===== src/design/assert_macros.svh =====
// assertion macros shared by the display scan design
// no dependencies; include with the bare file name
`ifndef ASSERT_MACROS_SVH
`define ASSERT_MACROS_SVH
`ifndef SYNTHESIS
// property checked at every clock edge outside reset
`define ASSERT_RST(label, clk, rst, prop, msg) \
   label: assert property (@(posedge clk) disable iff (rst) prop) else $error(msg);
// property checked at every clock edge, reset included
`define ASSERT_ALL(label, clk, prop, msg) \
   label: assert property (@(posedge clk) prop) else $error(msg);
`else
`define ASSERT_RST(label, clk, rst, prop, msg)
`define ASSERT_ALL(label, clk, prop, msg)
`endif
`endif


===== src/design/ssdscan_pkg.sv =====
// shared types, constants and the digit image decoder of the display scan block
// no dependencies
package ssdscan_pkg;

   // default number of digit bytes in the store
   localparam int DEFAULT_MAX_DIGITS = 8;

   // bit 7 of a segment byte drives the dot
   localparam int DOT_POS = 7;

   // item kinds carried on req_tuser
   typedef enum logic [2:0] {
      MODE_REFRESH = 3'd0,
      MODE_BCD     = 3'd1,
      MODE_TOGGLE  = 3'd2,
      MODE_SET     = 3'd3,
      MODE_CLEAR   = 3'd4
   } mode_type;

   // register indexes of the write port
   typedef enum logic [1:0] {
      CSR_DIGIT_COUNT  = 2'd0,
      CSR_BLINK_FIRST  = 2'd1,
      CSR_BLINK_LAST   = 2'd2,
      CSR_BLINK_PERIOD = 2'd3
   } csr_index_type;

   // segments A..G for one bcd value, blank above nine
   function automatic logic [6:0] digit_image(input logic [3:0] nib);
      logic [6:0] seg;
      case (nib)
         4'd0: seg = 7'h3F;
         4'd1: seg = 7'h06;
         4'd2: seg = 7'h5B;
         4'd3: seg = 7'h4F;
         4'd4: seg = 7'h66;
         4'd5: seg = 7'h6D;
         4'd6: seg = 7'h7D;
         4'd7: seg = 7'h07;
         4'd8: seg = 7'h7F;
         4'd9: seg = 7'h67;
         default: seg = 7'h00;
      endcase
      return seg;
   endfunction

endpackage


===== src/design/seven_segment_scan_with_blink_top.sv =====
// multiplexed seven segment driver with digit blinking, single module
// depends on ssdscan_pkg and assert_macros.svh
//
// channel  dir  handshake              payload
// req      in   req_tvalid/req_tready  tuser: mode; tdata: bcd, count, dot operand
// rsp      out  rsp_tvalid/rsp_tready  tdata: segment byte, digit number
// csr      in   csr_we                 csr_index, csr_wdata
//
// one word per cycle unless a rsp word is stalled: a taken item updates the store
// (bcd, dot modes) or scan index and blink counter (refresh) at that edge, unless
// csr_we wins; a refresh result is loaded into the output register at that same edge
// and offered from the next cycle. reset (synchronous) empties the store, sets the
// scan to the last digit and clears the blink counter. a stalled rsp word holds the
// output register; req is still taken in that cycle only when the waiting word leaves.
`include "assert_macros.svh"

module seven_segment_scan_with_blink_top
   import ssdscan_pkg::*;
#(
   parameter int MAX_DIGITS = DEFAULT_MAX_DIGITS
) (
   input  logic        clock,
   input  logic        reset,
   input  logic        req_tvalid,
   output logic        req_tready,
   input  logic [47:0] req_tdata,  // bcd_digits[31:0], bcd_count[35:32], dot_operand[43:36]
   input  logic [2:0]  req_tuser,  // mode[2:0]
   output logic        rsp_tvalid,
   input  logic        rsp_tready,
   output logic [15:0] rsp_tdata,  // segment_drive[7:0], digit_select[10:8]
   input  logic        csr_we,
   input  logic [1:0]  csr_index,
   input  logic [15:0] csr_wdata
);

   localparam int IDX_W = (MAX_DIGITS > 1) ? $clog2(MAX_DIGITS) : 1;
   localparam int CNT_W = $clog2(MAX_DIGITS + 1);
   localparam int BLINK_MOD = MAX_DIGITS + 1;
   localparam int BCD_LANES = (MAX_DIGITS < 8) ? MAX_DIGITS : 8;
   localparam int RESET_COUNT = (MAX_DIGITS < 8) ? MAX_DIGITS : 8;

   // input word fields
   logic [31:0] bcd_digits;
   logic [3:0]  bcd_count;
   logic [7:0]  dot_operand;
   mode_type    mode;

   assign bcd_digits  = req_tdata[31:0];
   assign bcd_count   = req_tdata[35:32];
   assign dot_operand = req_tdata[43:36];
   assign mode        = mode_type'(req_tuser);

   // state
   logic [7:0]       store_ff [MAX_DIGITS];
   logic [7:0]       store_in [MAX_DIGITS];
   logic [IDX_W-1:0] act_ff, act_in;
   logic [15:0]      bcnt_ff, bcnt_in;
   logic [CNT_W-1:0] dcount_ff, dcount_in;
   logic [CNT_W-1:0] bfirst_ff, bfirst_in;
   logic [CNT_W-1:0] blast_ff, blast_in;
   logic [15:0]      bperiod_ff, bperiod_in;

   // output register
   logic       rsp_valid_ff, rsp_valid_in;
   logic [7:0] seg_ff, seg_in;
   logic [2:0] dsel_ff, dsel_in;

   logic req_fire;
   logic is_refresh;

   // blink bound reduction, a constant table over the 4-bit write value
   logic [CNT_W-1:0] bound_mod [16];
   for (genvar v = 0; v < 16; v++) begin : g_mod
      assign bound_mod[v] = CNT_W'(v % BLINK_MOD);
   end

   assign req_tready = !rsp_valid_ff || rsp_tready;
   assign req_fire   = req_tvalid && req_tready;
   assign is_refresh = (mode == MODE_REFRESH);

   // scan step: next digit, blink counter and shown byte
   logic [CNT_W-1:0] act_inc;
   logic [IDX_W-1:0] act_next;
   logic [16:0]      bcnt_inc;
   logic [15:0]      bcnt_next;
   logic             in_range;
   logic [7:0]       seg_show;

   always_comb begin
      act_inc = CNT_W'(act_ff) + CNT_W'(1);
      if (act_inc >= dcount_ff || act_inc >= CNT_W'(MAX_DIGITS)) begin
         act_next = '0;
      end else begin
         act_next = IDX_W'(act_inc);
      end
      bcnt_inc = {1'b0, bcnt_ff} + 17'd1;
      bcnt_next = bcnt_ff;
      if (bperiod_ff != 16'd0 && act_next == '0) begin
         bcnt_next = (bcnt_inc == {1'b0, bperiod_ff}) ? 16'd0 : bcnt_inc[15:0];
      end
      in_range = (CNT_W'(act_next) >= bfirst_ff) && (CNT_W'(act_next) <= blast_ff);
      seg_show = store_ff[act_next];
      if (bperiod_ff != 16'd0 && in_range && bcnt_next > (bperiod_ff >> 1)) begin
         seg_show = 8'd0;
      end
   end

   // next state of the store and scan registers
   always_comb begin
      store_in   = store_ff;
      act_in     = act_ff;
      bcnt_in    = bcnt_ff;
      dcount_in  = dcount_ff;
      bfirst_in  = bfirst_ff;
      blast_in   = blast_ff;
      bperiod_in = bperiod_ff;

      if (csr_we) begin
         unique case (csr_index_type'(csr_index))
            CSR_DIGIT_COUNT: begin
               if (csr_wdata[3:0] == 4'd0) begin
                  dcount_in = CNT_W'(1);
               end else if (csr_wdata[3:0] > MAX_DIGITS) begin
                  dcount_in = CNT_W'(MAX_DIGITS);
               end else begin
                  dcount_in = CNT_W'(csr_wdata[3:0]);
               end
               act_in = IDX_W'(dcount_in - CNT_W'(1));
            end
            CSR_BLINK_FIRST: begin
               bfirst_in = bound_mod[csr_wdata[3:0]];
               bcnt_in   = 16'd0;
            end
            CSR_BLINK_LAST: begin
               blast_in = bound_mod[csr_wdata[3:0]];
               bcnt_in  = 16'd0;
            end
            CSR_BLINK_PERIOD: begin
               bperiod_in = csr_wdata;
               bcnt_in    = 16'd0;
            end
            default: ;
         endcase
      end else if (req_fire) begin
         unique case (mode)
            MODE_REFRESH: begin
               act_in  = act_next;
               bcnt_in = bcnt_next;
            end
            MODE_BCD: begin
               // segments cleared everywhere, dots kept
               for (int i = 0; i < MAX_DIGITS; i++) begin
                  store_in[i][6:0] = 7'd0;
               end
               for (int i = 0; i < BCD_LANES; i++) begin
                  if (i < bcd_count && i < dcount_ff) begin
                     store_in[i][6:0] = digit_image(bcd_digits[4*i +: 4]);
                  end
               end
            end
            MODE_TOGGLE: begin
               for (int i = 0; i < MAX_DIGITS; i++) begin
                  if (dot_operand == 8'(i)) begin
                     store_in[i][DOT_POS] = !store_ff[i][DOT_POS];
                  end
               end
            end
            MODE_SET: begin
               for (int i = 0; i < BCD_LANES; i++) begin
                  if (dot_operand[i]) begin
                     store_in[i][DOT_POS] = 1'b1;
                  end
               end
            end
            MODE_CLEAR: begin
               for (int i = 0; i < BCD_LANES; i++) begin
                  if (dot_operand[i]) begin
                     store_in[i][DOT_POS] = 1'b0;
                  end
               end
            end
            default: ;
         endcase
      end
   end

   // output register next values
   always_comb begin
      rsp_valid_in = rsp_valid_ff && !rsp_tready;
      seg_in       = seg_ff;
      dsel_in      = dsel_ff;
      if (req_fire && is_refresh) begin
         rsp_valid_in = 1'b1;
         seg_in       = seg_show;
         dsel_in      = 3'(act_next);
      end
   end

   // control and store registers
   always_ff @(posedge clock) begin
      if (reset) begin
         for (int i = 0; i < MAX_DIGITS; i++) begin
            store_ff[i] <= 8'd0;
         end
         act_ff       <= IDX_W'(RESET_COUNT - 1);
         bcnt_ff      <= 16'd0;
         dcount_ff    <= CNT_W'(RESET_COUNT);
         bfirst_ff    <= '0;
         blast_ff     <= '0;
         bperiod_ff   <= 16'd0;
         rsp_valid_ff <= 1'b0;
      end else begin
         store_ff     <= store_in;
         act_ff       <= act_in;
         bcnt_ff      <= bcnt_in;
         dcount_ff    <= dcount_in;
         bfirst_ff    <= bfirst_in;
         blast_ff     <= blast_in;
         bperiod_ff   <= bperiod_in;
         rsp_valid_ff <= rsp_valid_in;
      end
   end

   // result payload
   always_ff @(posedge clock) begin
      seg_ff  <= seg_in;
      dsel_ff <= dsel_in;
   end

   assign rsp_tvalid = rsp_valid_ff;
   assign rsp_tdata  = {5'd0, dsel_ff, seg_ff};

   // scan index stays below the digit count
   `ASSERT_RST(a_act_range, clock, reset, CNT_W'(act_ff) < dcount_ff, "scan index past digit count")
   // digit count stays within one and the store depth
   `ASSERT_RST(a_count_range, clock, reset,
      dcount_ff != '0 && dcount_ff <= CNT_W'(MAX_DIGITS), "digit count out of range")
   // blink counter stays below a nonzero period
   `ASSERT_RST(a_blink_range, clock, reset,
      bperiod_ff != 16'd0 |-> bcnt_ff < bperiod_ff, "blink counter past period")
   // a new result word only follows a taken refresh word
   `ASSERT_RST(a_rsp_src, clock, reset,
      rsp_valid_ff && !$past(rsp_valid_ff && !rsp_tready) |->
         $past(req_fire && is_refresh), "result word without refresh")

endmodule

===== config.mk =====
export PLATFORM = sky130hd
export DESIGN_NAME = seven_segment_scan_with_blink_top
export DESIGN_NICKNAME = d
export VERILOG_FILES = /design/src/design/ssdscan_pkg.sv /design/src/design/seven_segment_scan_with_blink_top.sv
export VERILOG_INCLUDE_DIRS = /design/src /design/src/design
export SDC_FILE = /design/constraint.sdc
export NUM_CORES = 1
export LEC_CHECK = 0
export BUFFER_PORTS_ARGS = -buffer_cell sky130_fd_sc_hd__buf_2
export CAP_MARGIN = 10
export CORE_MARGIN = 2
export CORE_UTILIZATION = 55
export CTS_BUF_LIST = sky130_fd_sc_hd__clkbuf_16
export DETAILED_ROUTE_END_ITERATION = 7
export PLACE_DENSITY = 0.76
export SLEW_MARGIN = 40
export SYNTH_ARGS = -nofsm -noshare
export SYNTH_HDL_FRONTEND = slang
export SYNTH_SLANG_ARGS = --single-unit

===== constraint.sdc =====
create_clock -name clock -period 4.3 [get_ports clock]
set_input_delay 0.43 -clock clock [delete_from_list [all_inputs] [get_ports clock]]
set_output_delay 0.43 -clock clock [all_outputs]
set_load 0.02 [all_outputs]

# Yosys cells after proc, flatten, opt, wreduce, memory -nomap -nowiden
# Memories as Yosys holds them, arrays and structs flattened.
# Index checks and enable logic that the tools add are counted.
[word_totals]
reg_bits = 123
rom_bits = 960
inputBits = 74
out_inout_bits = 18
word_cells = 218
mem_count = 9
[mem_list]
columns = ["memory", "words", "width", "rd", "rd_ports_with_merged_regs", "write_ports", "line_no", "source"]
rows = [
  ["(no name shown)", 16, 7, 1, 0, 0, "ssdscan_pkg.sv:31", "case (nib)"],
  ["(no name shown)", 16, 7, 1, 0, 0, "ssdscan_pkg.sv:31", ""],
  ["(no name shown)", 16, 7, 1, 0, 0, "ssdscan_pkg.sv:31", ""],
  ["(no name shown)", 16, 7, 1, 0, 0, "ssdscan_pkg.sv:31", ""],
  ["(no name shown)", 16, 7, 1, 0, 0, "ssdscan_pkg.sv:31", ""],
  ["(no name shown)", 16, 7, 1, 0, 0, "ssdscan_pkg.sv:31", ""],
  ["3 more memories", "--", "--", "--", "--", "--", "--", ""],
]
[op_classes]
add_sub_neg = 3
magnitude_cmp = 24
n_eq_ne = 41
n_mux = 61
bitwise_logic = 3
reduce_logical = 52
[ops]
columns = ["cell", "n"]
rows = [
  ["$mux 16", 6],
  ["$mux 7", 8],
  ["$ne 2x2->1 const B", 25],
  ["$reduce_and 6->1", 8],
  ["$eq 8x3->1 const B", 4],
  ["$lt 3x4->1 const A", 8],
  ["$mux 1", 25],
  ["$bmux 8 s3", 1],
  ["$mux 4", 6],
  ["$pmux 1 s3", 8],
  ["$add 16x1->17 const B", 1],
  ["$eq 17x16->1", 1],
  ["$eq 8x2->1 const B", 2],
  ["$gt 16x15->1", 1],
  ["$lt 1x4->1 const A", 4],
  ["$lt 2x4->1 const A", 4],
  ["$mux 8", 2],
  ["$reduce_bool 16->1", 1],
  ["$logic_and 1x1->1", 15],
  ["$mux 3", 5],
  ["$logic_not 1->1", 10],
  ["$reduce_and 3->1", 3],
  ["$eq 8x1->1 const B", 1],
  ["$ge 4x4->1 const B", 2],
  ["25 further kinds", 33],
]

# Depth between registers and ports, before layout
# Gate-level depths: netlist of the first run.
[logic_depth]
depth_word = 10
ltp_mapped = 20
depth_no_buf = 18

# Worst setup path before layout of the first run
# No wires, ideal clock.
[synth_path]
path_type = "reg2reg"
start = "reg act_ff[0]"
end = "reg seg_ff[0] (data pin)"
setup_time_ps = 262
t_arrival_ps = 4059
required_ps = 4038
setup_slack_ps = -21
stages_incl_launch_ff = 19
path_buffers = 1
synth_period_minus_slack_ps = 4321
cell_sequence = "dfxtp_1 ha_1 xnor2_1 inv_1 ha_1 a21oi_1 o21a_1 nand3_1 inv_1 clkbuf_1 ha_1 nor2b_1 o21ai_0 nand2b_1 a2111oi_0 nand3_1 a22o_1 nand3_1 nor2_1"
[synth_between]
elab_chain_cells = 9
[synth_lines]
columns = ["item", "line_no", "source"]
rows = [
  ["from (decl)", "seven_segment_scan_with_blink_top.sv:56", "logic [IDX_W-1:0] act_ff, act_in;"],
  ["from (signal assigned)", "seven_segment_scan_with_blink_top.sv:205", "act_ff <= IDX_W'(RESET_COUNT - 1);"],
  ["from (signal assigned)", "seven_segment_scan_with_blink_top.sv:214", "act_ff <= act_in;"],
  ["$add 3x1->4 *", "seven_segment_scan_with_blink_top.sv:90", "act_inc = CNT_W'(act_ff) + CNT_W'(1);"],
  ["$ge 4x4->1", "seven_segment_scan_with_blink_top.sv:91", "if (act_inc >= dcount_ff || act_inc >= CNT_W'(MAX_DIGITS)) begin"],
  ["$logic_or 1x1->1", "seven_segment_scan_with_blink_top.sv:91", ""],
  ["$mux 3 *", "seven_segment_scan_with_blink_top.sv:91", ""],
  ["net act_next[1]", "seven_segment_scan_with_blink_top.sv:83", "logic [IDX_W-1:0] act_next;"],
  ["$logic_not 3->1", "seven_segment_scan_with_blink_top.sv:98", "if (bperiod_ff != 16'd0 && act_next == '0) begin"],
  ["$logic_and 1x1->1", "seven_segment_scan_with_blink_top.sv:98", ""],
  ["$mux 16", "seven_segment_scan_with_blink_top.sv:98", ""],
  ["$gt 16x15->1", "seven_segment_scan_with_blink_top.sv:103", "if (bperiod_ff != 16'd0 && in_range && bcnt_next > (bperiod_ff >> 1)) begin"],
  ["$logic_and 1x1->1", "seven_segment_scan_with_blink_top.sv:103", ""],
  ["to (signal assigned)", "seven_segment_scan_with_blink_top.sv:226", "seg_ff <= seg_in;"],
  ["to (decl)", "seven_segment_scan_with_blink_top.sv:65", "logic [7:0] seg_ff, seg_in;"],
]
# Mark *: on every way through the listed nets, which the timed path passes. The rest lies on a longest branch. The select of a mux whose other input is x is not followed.
# A chain may end at the register's enable or synchronous reset.

# Final worst setup path of the first run
[layout_path]
start = "reg bcnt_ff[0]"
end = "reg seg_ff[1] (data pin)"
[layout_between]
elab_chain_cells = 6
[layout_lines]
columns = ["item", "line_no", "source"]
rows = [
  ["from (decl)", "seven_segment_scan_with_blink_top.sv:57", "logic [15:0] bcnt_ff, bcnt_in;"],
  ["from (signal assigned)", "seven_segment_scan_with_blink_top.sv:215", "bcnt_ff <= bcnt_in;"],
  ["$add 16x1->17", "seven_segment_scan_with_blink_top.sv:96", "bcnt_inc = {1'b0, bcnt_ff} + 17'd1;"],
  ["$eq 17x16->1", "seven_segment_scan_with_blink_top.sv:99", "bcnt_next = (bcnt_inc == {1'b0, bperiod_ff}) ? 16'd0 : bcnt_inc[15:0];"],
  ["$mux 16", "seven_segment_scan_with_blink_top.sv:99", ""],
  ["$mux 16 *", "seven_segment_scan_with_blink_top.sv:98", ""],
  ["$gt 16x15->1 *", "seven_segment_scan_with_blink_top.sv:103", ""],
  ["$logic_and 1x1->1 *", "seven_segment_scan_with_blink_top.sv:103", ""],
]
# Mark *: on every way between the ends. The rest lies on a longest branch, timed or not.

==> summary.txt, run 1 <==
Die Height -> 131 µm
minimum setup slack in the final design -> 0.195 ns
total number of vias -> 8846
Final ANT Viol Nets -> 0
aggregate global routing overflow -> 0
port bufs -> 82
number of max-slew violations in the final report -> 0
initial standard-cell utilization of the core -> 0.562
die outline width -> 131 µm
number of violations reported at the end of detailed-routing iteration 0 -> 858
Fin Setup TNS -> 0 ns
number of distinct library cell variants in the gate-level netlist after synthesis -> 77
pre-CTS setup slack -> 0.115 ns
Vias/cell -> 5.94
final hold viol count -> 0
FF-to-FF End -> seg_ff[1]
area delta synth->final -> 15.9%
clock buffers created by TritonCTS -> 17
total wirelength of the detailed-routed design -> 24700 µm
post-detailed-route wirelength per cell -> 16.6 µm
CTS tree -> done
I/O pins -> 92
Ys Warns -> 0
post-route clock skew -> 0.00754 ns
Cell Pwr Density -> 305 nW/µm²
arrival time of the worst setup path -> 4.38 ns
Min-Delay Path Depth -> 3
cell with the largest stage delay on the worst path -> or3_1
Max Root-Sink Buffers -> 2
result of the run -> finished clean
pin count of the biggest net entering global routing -> 77
fraction of synthesis flops using an asynchronous set or reset pin -> 0
total core area -> 15900 µm²
count of TritonRoute iterations in the first routing pass -> 6
Final #Nets -> 1409
critical path data required time -> 4.58 ns
worst vdd rail ir drop -> 0.000320 V
sink count of the clock tree -> 123
critical path type -> flop to flop
type of destination of the critical path -> flop
number of synthesized flops with an enable pin -> 11
startpoint kind of the worst setup timing path -> flop
max incr delay on CP -> 0.42 ns
post-route cell area -> 10300 µm²
sequential element share of the synthesized area -> 0.288
share of final-layout standard cells stronger than drive strength 1 -> 0.160
largest fanout on the critical path -> 10
Reg2Reg Depth -> 18
reg2reg setup slack -> 0.19 ns
latest clock arrival within the worst-skew pair -> 0.43 ns
overall global routing resource usage -> 0.286
worst hold path endpoint -> bperiod_ff[11]
clock input transition at the sequential cells of the worst setup and hold paths -> 0.06 ns
final worst-path cycle share -> 0.955
synthesized area per cell -> 7.54 µm²
Slew @ Worst Pin -> 0.802 ns
Lkg Pwr -> 4.14 nW
vias in the first global route -> 7932
min-delay worst type -> input pin to flop
antenna cell count -> 0
total standard cell area after synthesis -> 8920 µm²
count of standard-cell rows -> 46
final routed DRC violation total -> 0
Final Critical Period -> 4.11 ns
number of failing setup endpoints in the final timing report -> 0
Post-synth top flop -> dfxtp_1
CTS H-tree lvls -> 4
startpoint of the worst register-to-register path -> bcnt_ff[0]
Clk Tree Root Cell -> clkbuf_16
critical path, cell by cell -> ha_1 > buf_4 > nand3_1 > nor3_2 > xnor2_1 > or3_1 > nor4_2 > and2_4 > o21ai_1 > a22o_1 > ha_1 > a21o_1 > a21oi_2 > o2111ai_1 > o211ai_1 > nand3_1 > buf_4 > nor2_1
initial antenna violation count -> 0
Final Wtd Congestion -> 0.999
global-route wire length before repair -> 40000 µm
relative slew slack -> 0.465
placed cell area -> 9680 µm²
Hold Crit Start -> csr_wdata[11]
worst hold slack -> 0.238 ns
floorplan die area -> 17300 µm²
Post-DP HPWL -> 18600 µm
number of maximum-capacitance constraint violations -> 0
synthesis-stage register bit count -> 123
Gate Count Post-Synth -> 1183
Peak Freq -> 244 MHz
number of hold-repair buffers added at the cts stage -> 0
[placed cells by master (no fill, tap or decap), types with 6 or more instances in the layout]
| cell | count |
|---|---|
| a31oi_1 | 11 |
| ha_1 | 75 |
| a211oi_1 | 12 |
| o21ai_0 | 53 |
| buf_4 | 53 |
| nand2b_1 | 22 |
| clkbuf_16 | 17 |
| nand2_1 | 150 |
| edfxtp_1 | 11 |
| o22ai_1 | 16 |
| o31ai_1 | 9 |
| nor3_1 | 17 |
| mux2i_1 | 23 |
| nand3b_1 | 10 |
| dfxtp_1 | 109 |
| a32oi_1 | 7 |
| inv_1 | 73 |
| nand4_1 | 11 |
| buf_2 | 82 |
| nand3_1 | 37 |
| o211ai_1 | 13 |
| a22o_1 | 6 |
| nor3b_1 | 6 |
| nor4_1 | 14 |
| nor2b_1 | 13 |
| o221ai_1 | 10 |
| a21o_1 | 6 |
| o21ai_1 | 6 |
| or3_1 | 12 |
| and2_1 | 10 |
| nor2_1 | 108 |
| a22oi_1 | 15 |
| xor2_1 | 7 |
| a21oi_1 | 121 |
| xnor2_1 | 18 |
[layout make-up]
type	instances	area (µm²)
clock buffers	17	425
clock inverters	15	143
fillers	1422	5550
inverters	73	274
multi-input cells	908	5810
flip-flops and latches	123	2580
well taps	216	270
repair buffers	137	840
[logic make-up (layout without fill, tap and decap cells)]
logic type,count (synthesis),count (layout),share of synthesized area
DFF,123,123,0.288
AOI/OAI and AO/OA,334,334,0.237
xor gates and xnor gates,25,25,0.0245
buffers and inverters,156,242,0.0703
adders and majority gates,75,75,0.105
muxes,26,26,0.0295
and+or+nand+nor,443,443,0.245
other,1,5,0.000420
[registers in the layout, indices dropped and copies added, names as in the netlist]
| signal | flops |
|---|---|
| bcnt_ff | 16 |
| act_ff | 3 |
| dcount_ff | 4 |
| dsel_ff | 3 |
| rsp_tvalid | 1 |
| seg_ff | 8 |
| store_ff | 64 |
| blast_ff | 4 |
| bperiod_ff | 16 |
| bfirst_ff | 4 |
[critical path, delay by kind of cell, from the launching register on]
| kind | cells | cell delay, ns |
|---|---|---|
| AND/OR/NAND/NOR | 7 | 1.46 |
| AO/OA/AOI/OAI | 6 | 1.05 |
| adder cells (fa/ha/maj) | 2 | 0.54 |
| buffers and inverters | 2 | 0.37 |
| flip-flops | 1 | 0.35 |
| XOR/XNOR | 1 | 0.17 |
[layer usage]
layer | up-vias | wire, µm | part of all wire | GRT usage
met2 | 326 | 10700 | 0.43 | 0.430
met4 | 0 | 378 | 0.015 | 0.0827
met5 | - | 0 | 0 | 0
li1 | 4367 | - | - | -
met1 | 4122 | 11500 | 0.47 | 0.416
met3 | 31 | 2060 | 0.083 | 0.0536
[synth_stat cells (3+ instances only)]
| cell | count | area share |
|---|---|---|
| a22o_1 | 6 | 0.0059 |
| buf_2 | 9 | 0.0050 |
| a21oi_1 | 125 | 0.070 |
| a31oi_1 | 11 | 0.0077 |
| edfxtp_1 | 11 | 0.037 |
| xnor2_1 | 18 | 0.018 |
| dfxtp_1 | 112 | 0.25 |
| and3_1 | 5 | 0.0035 |
| nor3_1 | 17 | 0.0095 |
| a311oi_1 | 5 | 0.0049 |
| o221ai_1 | 10 | 0.0098 |
| nor2_1 | 110 | 0.046 |
| buf_4 | 6 | 0.0050 |
| a22oi_1 | 15 | 0.013 |
| a211oi_1 | 12 | 0.010 |
| inv_1 | 73 | 0.031 |
| nor4_1 | 15 | 0.011 |
| nor2b_1 | 13 | 0.0091 |
| nand3b_1 | 10 | 0.0084 |
| o21ai_0 | 54 | 0.030 |
| a211o_1 | 4 | 0.0039 |
| a221oi_1 | 5 | 0.0049 |
| xor2_1 | 7 | 0.0069 |
| o31ai_1 | 9 | 0.0076 |
| and2_1 | 11 | 0.0077 |
| a32oi_1 | 7 | 0.0069 |
| or3_1 | 12 | 0.0084 |
| mux2i_1 | 24 | 0.027 |
| a32o_1 | 4 | 0.0045 |
| a31o_1 | 4 | 0.0039 |
| nand3_1 | 38 | 0.021 |
| nor4_2 | 3 | 0.0042 |
| o21ai_1 | 5 | 0.0028 |
| clkbuf_1 | 64 | 0.027 |
| o211ai_1 | 13 | 0.011 |
| nor3b_1 | 6 | 0.0050 |
| nand2_1 | 150 | 0.063 |
| nand2b_1 | 22 | 0.015 |
| o2111ai_1 | 5 | 0.0049 |
| nand4_1 | 11 | 0.0077 |
| ha_1 | 75 | 0.11 |
| buf_1 | 3 | 0.0013 |
| o22ai_1 | 16 | 0.011 |
| a21o_1 | 6 | 0.0050 |
[where the power goes]
group | total [W] | switching (W) | internal, W
sequential | 0.00120 | 0.0000200 | 0.00118
combinational | 0.000569 | 0.000359 | 0.000211
clock | 0.00138 | 0.000578 | 0.000803
total | 0.00315 | 0.000957 | 0.00219
[metrics by stage]
step / utilization / total power (W) / cells
2_1_floorplan: - / 0.00157 / 1187
3_3_place_gp: 0.609 / 0.00176 / 1454
3_5_place_dp: 0.609 / 0.00177 / 1454
4_1_cts: 0.645 / 0.00313 / 1486
5_1_grt: 0.651 / 0.00327 / 1489
6_report: 0.651 / 0.00315 / 1489
[worst max path at each step]
stage	start	endpoint	slack, ns	cells past startpoint
2_1_floorplan	act_ff[0]	seg_ff[0]	0.11	18
3_3_place_gp	bcnt_ff[7]	seg_ff[7]	0.13	17
3_5_place_dp	bcnt_ff[7]	seg_ff[1]	0.11	17
4_1_cts	bcnt_ff[7]	seg_ff[1]	0.06	17
5_1_grt	bcnt_ff[0]	seg_ff[5]	-0.009	18
6_report	bcnt_ff[0]	seg_ff[1]	0.19	18
[timing repair]
action / in CTS / in global routing
buffers inserted: 0 / 3
endpoints found under the setup margin: 0 / 8
gates resized for setup: 0 / 16
Note: power is estimated with default switching activity, not from simulation.
==> inputs of run 2 (changes only) <==
--- a/config.mk
+++ b/config.mk
@@ -6,13 +6,14 @@
 export SDC_FILE = /design/constraint.sdc
 export NUM_CORES = 1
 export LEC_CHECK = 0
+export ABC_AREA = 1
 export BUFFER_PORTS_ARGS = -buffer_cell sky130_fd_sc_hd__buf_2
 export CAP_MARGIN = 10
 export CORE_MARGIN = 2
-export CORE_UTILIZATION = 55
+export CORE_UTILIZATION = 54
 export CTS_BUF_LIST = sky130_fd_sc_hd__clkbuf_16
 export DETAILED_ROUTE_END_ITERATION = 7
-export PLACE_DENSITY = 0.76
+export PLACE_DENSITY = 0.75
 export SLEW_MARGIN = 40
 export SYNTH_ARGS = -nofsm -noshare
 export SYNTH_HDL_FRONTEND = slang
==> run 2 against run 1 <==
  * Clock power rose by 14%
  * Core utilization shrank 1.1 points
  * Final area fell by 5.2%
  * Clock skew is 0.0015 ns higher
==> summary.txt, run 2 <==
max incr delay on CP -> 0.41 ns
GRT busiest layer -> met2
CTS H-tree lvls -> 4
global-route wire length before repair -> 36200 µm
number of buffers inserted by post-CTS setup repair -> 0
number of failing setup endpoints in the final timing report -> 0
Max Root-Sink Buffers -> 2
antenna cell count -> 0
total core area -> 15300 µm²
total number of vias -> 8547
Post-DP HPWL -> 15900 µm
share of the synthesized area in the top cell type -> 0.262
mux cell area share after synthesis -> 0
final hold viol count -> 0
area delta synth->final -> 14.6%
number of cells in the design after placement -> 1536
I/O pins -> 92
sequential element share of the synthesized area -> 0.301
number of violations reported at the end of detailed-routing iteration 0 -> 751
number of maximum-capacitance constraint violations -> 0
arrival time of the worst setup path -> 3.98 ns
Vias/cell -> 5.45
global routing met3 resource utilization -> 0.0414
critical path, cell by cell -> nand3_1 > inv_1 > ha_1 > a21o_1 > a31oi_4 > nand4_4 > nand3_1 > buf_4 > nor2_1 > nand2_2 > nand2_2 > ha_1 > nand2_1 > o21ai_0 > nand2_1 > o211ai_1 > nand2_1 > nand2_1 > nand2_1 > nand2_1 > nand2_1 > nand3_4 > a21oi_1
critical path type -> flop to flop
Ys Warns -> 0
number of synthesized flops with an enable pin -> 11
utilization after layout -> 0.639
initial standard-cell utilization of the core -> 0.558
combinational family with the most area after synthesis -> simple AND/OR/NAND/NOR gates
total standard cell area after synthesis -> 8540 µm²
Final Wtd Congestion -> 0.896
commonest cells in the synthesized netlist -> nand2_1 (283), inv_1 (165), a21oi_1 (138)
post-route clock skew -> 0.00904 ns
setup repair after global routing missed its margin -> no
most used standard cell by instance count after synthesis -> nand2_1
synthesized area per cell -> 6.72 µm²
Fin Setup TNS -> 0 ns
sink count of the clock tree -> 123
Gate Count Post-Synth -> 1272
result of the run -> finished clean
Compound-Gate Fraction of Synth Area -> 0.217
xor and xnor fraction of the mapped netlist area -> 0.00410
overall global routing resource usage -> 0.268
fraction of synthesis flops using an asynchronous set or reset pin -> 0
worst vdd rail ir drop -> 0.000289 V
final routed DRC violation total -> 0
post-detailed-route wirelength per cell -> 14.1 µm
relative slew slack -> 0.528
main area contributors after synthesis -> dfxtp_1 (26%), nand2_1 (12%), ha_1 (11%)
Final #Nets -> 1494
min-delay worst type -> input pin to flop
final worst-path cycle share -> 0.892
Clk Tree Root Cell -> clkbuf_16
floorplan die area -> 16800 µm²
met1 track utilization from global routing -> 0.335
synthesis-stage register bit count -> 123
port bufs -> 82
Layout Cells excl Fill -> 1569
area share of and/or/nand/nor cells after synthesis -> 0.267
area leader, netlist -> dfxtp_1
cell with the largest stage delay on the worst path -> dfxtp_1
most common cell after layout, fill and taps aside -> nand2_1
Post-Synth Adder-Cell Area -> 0.110
share of final-layout standard cells stronger than drive strength 1 -> 0.136
die outline width -> 130 µm
vias in the first global route -> 7755
count of standard-cell rows -> 45
post-cts resize count -> 0
Post-synth top flop -> dfxtp_1
Cell Pwr Density -> 339 nW/µm²
Lkg Pwr -> 4.46 nW
clock input transition at the sequential cells of the worst setup and hold paths -> 0.06 ns
Final ANT Viol Nets -> 0
highest-count cells in the layout ignoring fill and taps -> nand2_1 (283), inv_1 (165), a21oi_1 (138)
largest fanout on the critical path -> 19
FILL cells -> 1450
Final Critical Period -> 3.83 ns
count of TritonRoute iterations in the first routing pass -> 5
Die Height -> 130 µm
number of flip-flops in the largest register -> 64
aggregate global routing overflow -> 0
latest clock arrival within the worst-skew pair -> 0.42 ns
Slew @ Worst Pin -> 0.703 ns
pin count of the biggest net entering global routing -> 73
number of hold-repair buffers added at the cts stage -> 0
type of destination of the critical path -> flop
number of max-slew violations in the final report -> 0
Largest Register -> store_ff
Peak Freq -> 261 MHz
critical path data required time -> 4.44 ns
total wirelength of the detailed-routed design -> 22200 µm
CTS tree -> done
Top Registers -> store_ff: 64 flops, bcnt_ff: 16 flops, bperiod_ff: 16 flops
number of distinct library cell variants in the gate-level netlist after synthesis -> 47
Reg2Reg Depth -> 23
initial antenna violation count -> 0
Min-Delay Path Depth -> 3
Total Power -> 0.00332 W
critical path's most frequent cell -> nand2_1
startpoint kind of the worst setup timing path -> flop
met2 GRT Util -> 0.463
clock buffers created by TritonCTS -> 17
==> run 2: changes by cell type in the layout (fill, tap and decap cells not counted), moves of 17 or more <==
cell	change
buf_4	-40
mux2i_1	-23
nand2_1	+133
o211ai_1	+17
a21oi_1	+17
nand2_2	+22
o21ai_0	+68
nand3_1	+25
inv_1	+92
nand2b_1	-22
==> run 2: worst max-delay path, delay by kind of cell (launching register included) <==
kind | cells | cell delay [ns]
buffers and inverters | 2 | 0.34
AO/OA/AOI/OAI | 5 | 0.87
adder cells (fa/ha/maj) | 2 | 0.56
AND/OR/NAND/NOR | 14 | 1.37
flip-flops | 1 | 0.41
==> run 2: cell type report <==
type,instances,area (µm²),share of cell area
tap,211,264,0.0270
inverter,169,634,0.0648
timing repair buffer,96,528,0.0539
multi-input combinational,938,5150,0.526
clock buffer,17,425,0.0434
clock inverter,15,218,0.0222
sequential,123,2570,0.263
==> run 2: worst paths after layout <==
| kind | from | endpoint | slack (ns) |
|---|---|---|---|
| hold reg to reg | store_ff[0] | store_ff[0] | 0.46 |
| setup reg to reg | act_ff[0] | seg_ff[4] | 0.47 |
| hold / removal | csr_wdata[5] | bperiod_ff[5] | 0.29 |
| setup / recovery | act_ff[0] | seg_ff[4] | 0.47 |
==> run 2: metal layers <==
metal	wire length, µm	vias to the layer above
met1	9670	3847
met4	562	0
met3	1340	43
met5	0	-
met2	10600	299
li1	-	4358
==> run 2: metrics by stage <==
stage	setup slack [ns]	hold WS, ns	cell area [µm²]
after global placement	0.546	0.436	9110
after floorplan	0.918	0.424	8560
final	0.465	0.290	9790
after CTS	0.410	0.285	9760
after detailed placement	0.436	0.443	9110
after global routing	0.0781	0.316	9790
==> run 2: logic make-up after synthesis <==
kind of cell / Yosys count
buffers and inverters: 215
adders and majority gates: 75
AOI/OAI and AO/OA: 334
other: 1
DFF: 123
xor gates and xnor gates: 4
and+or+nand+nor: 520
==> run 2: power breakdown <==
part	leakage (nW)	internal, W	total, W	switching [W]
clock	0.314	0.00103	0.00157	0.000544
combinational	3.13	0.000179	0.000537	0.000358
sequential	1.01	0.00119	0.00121	0.0000195
total	4.46	0.00240	0.00332	0.000922
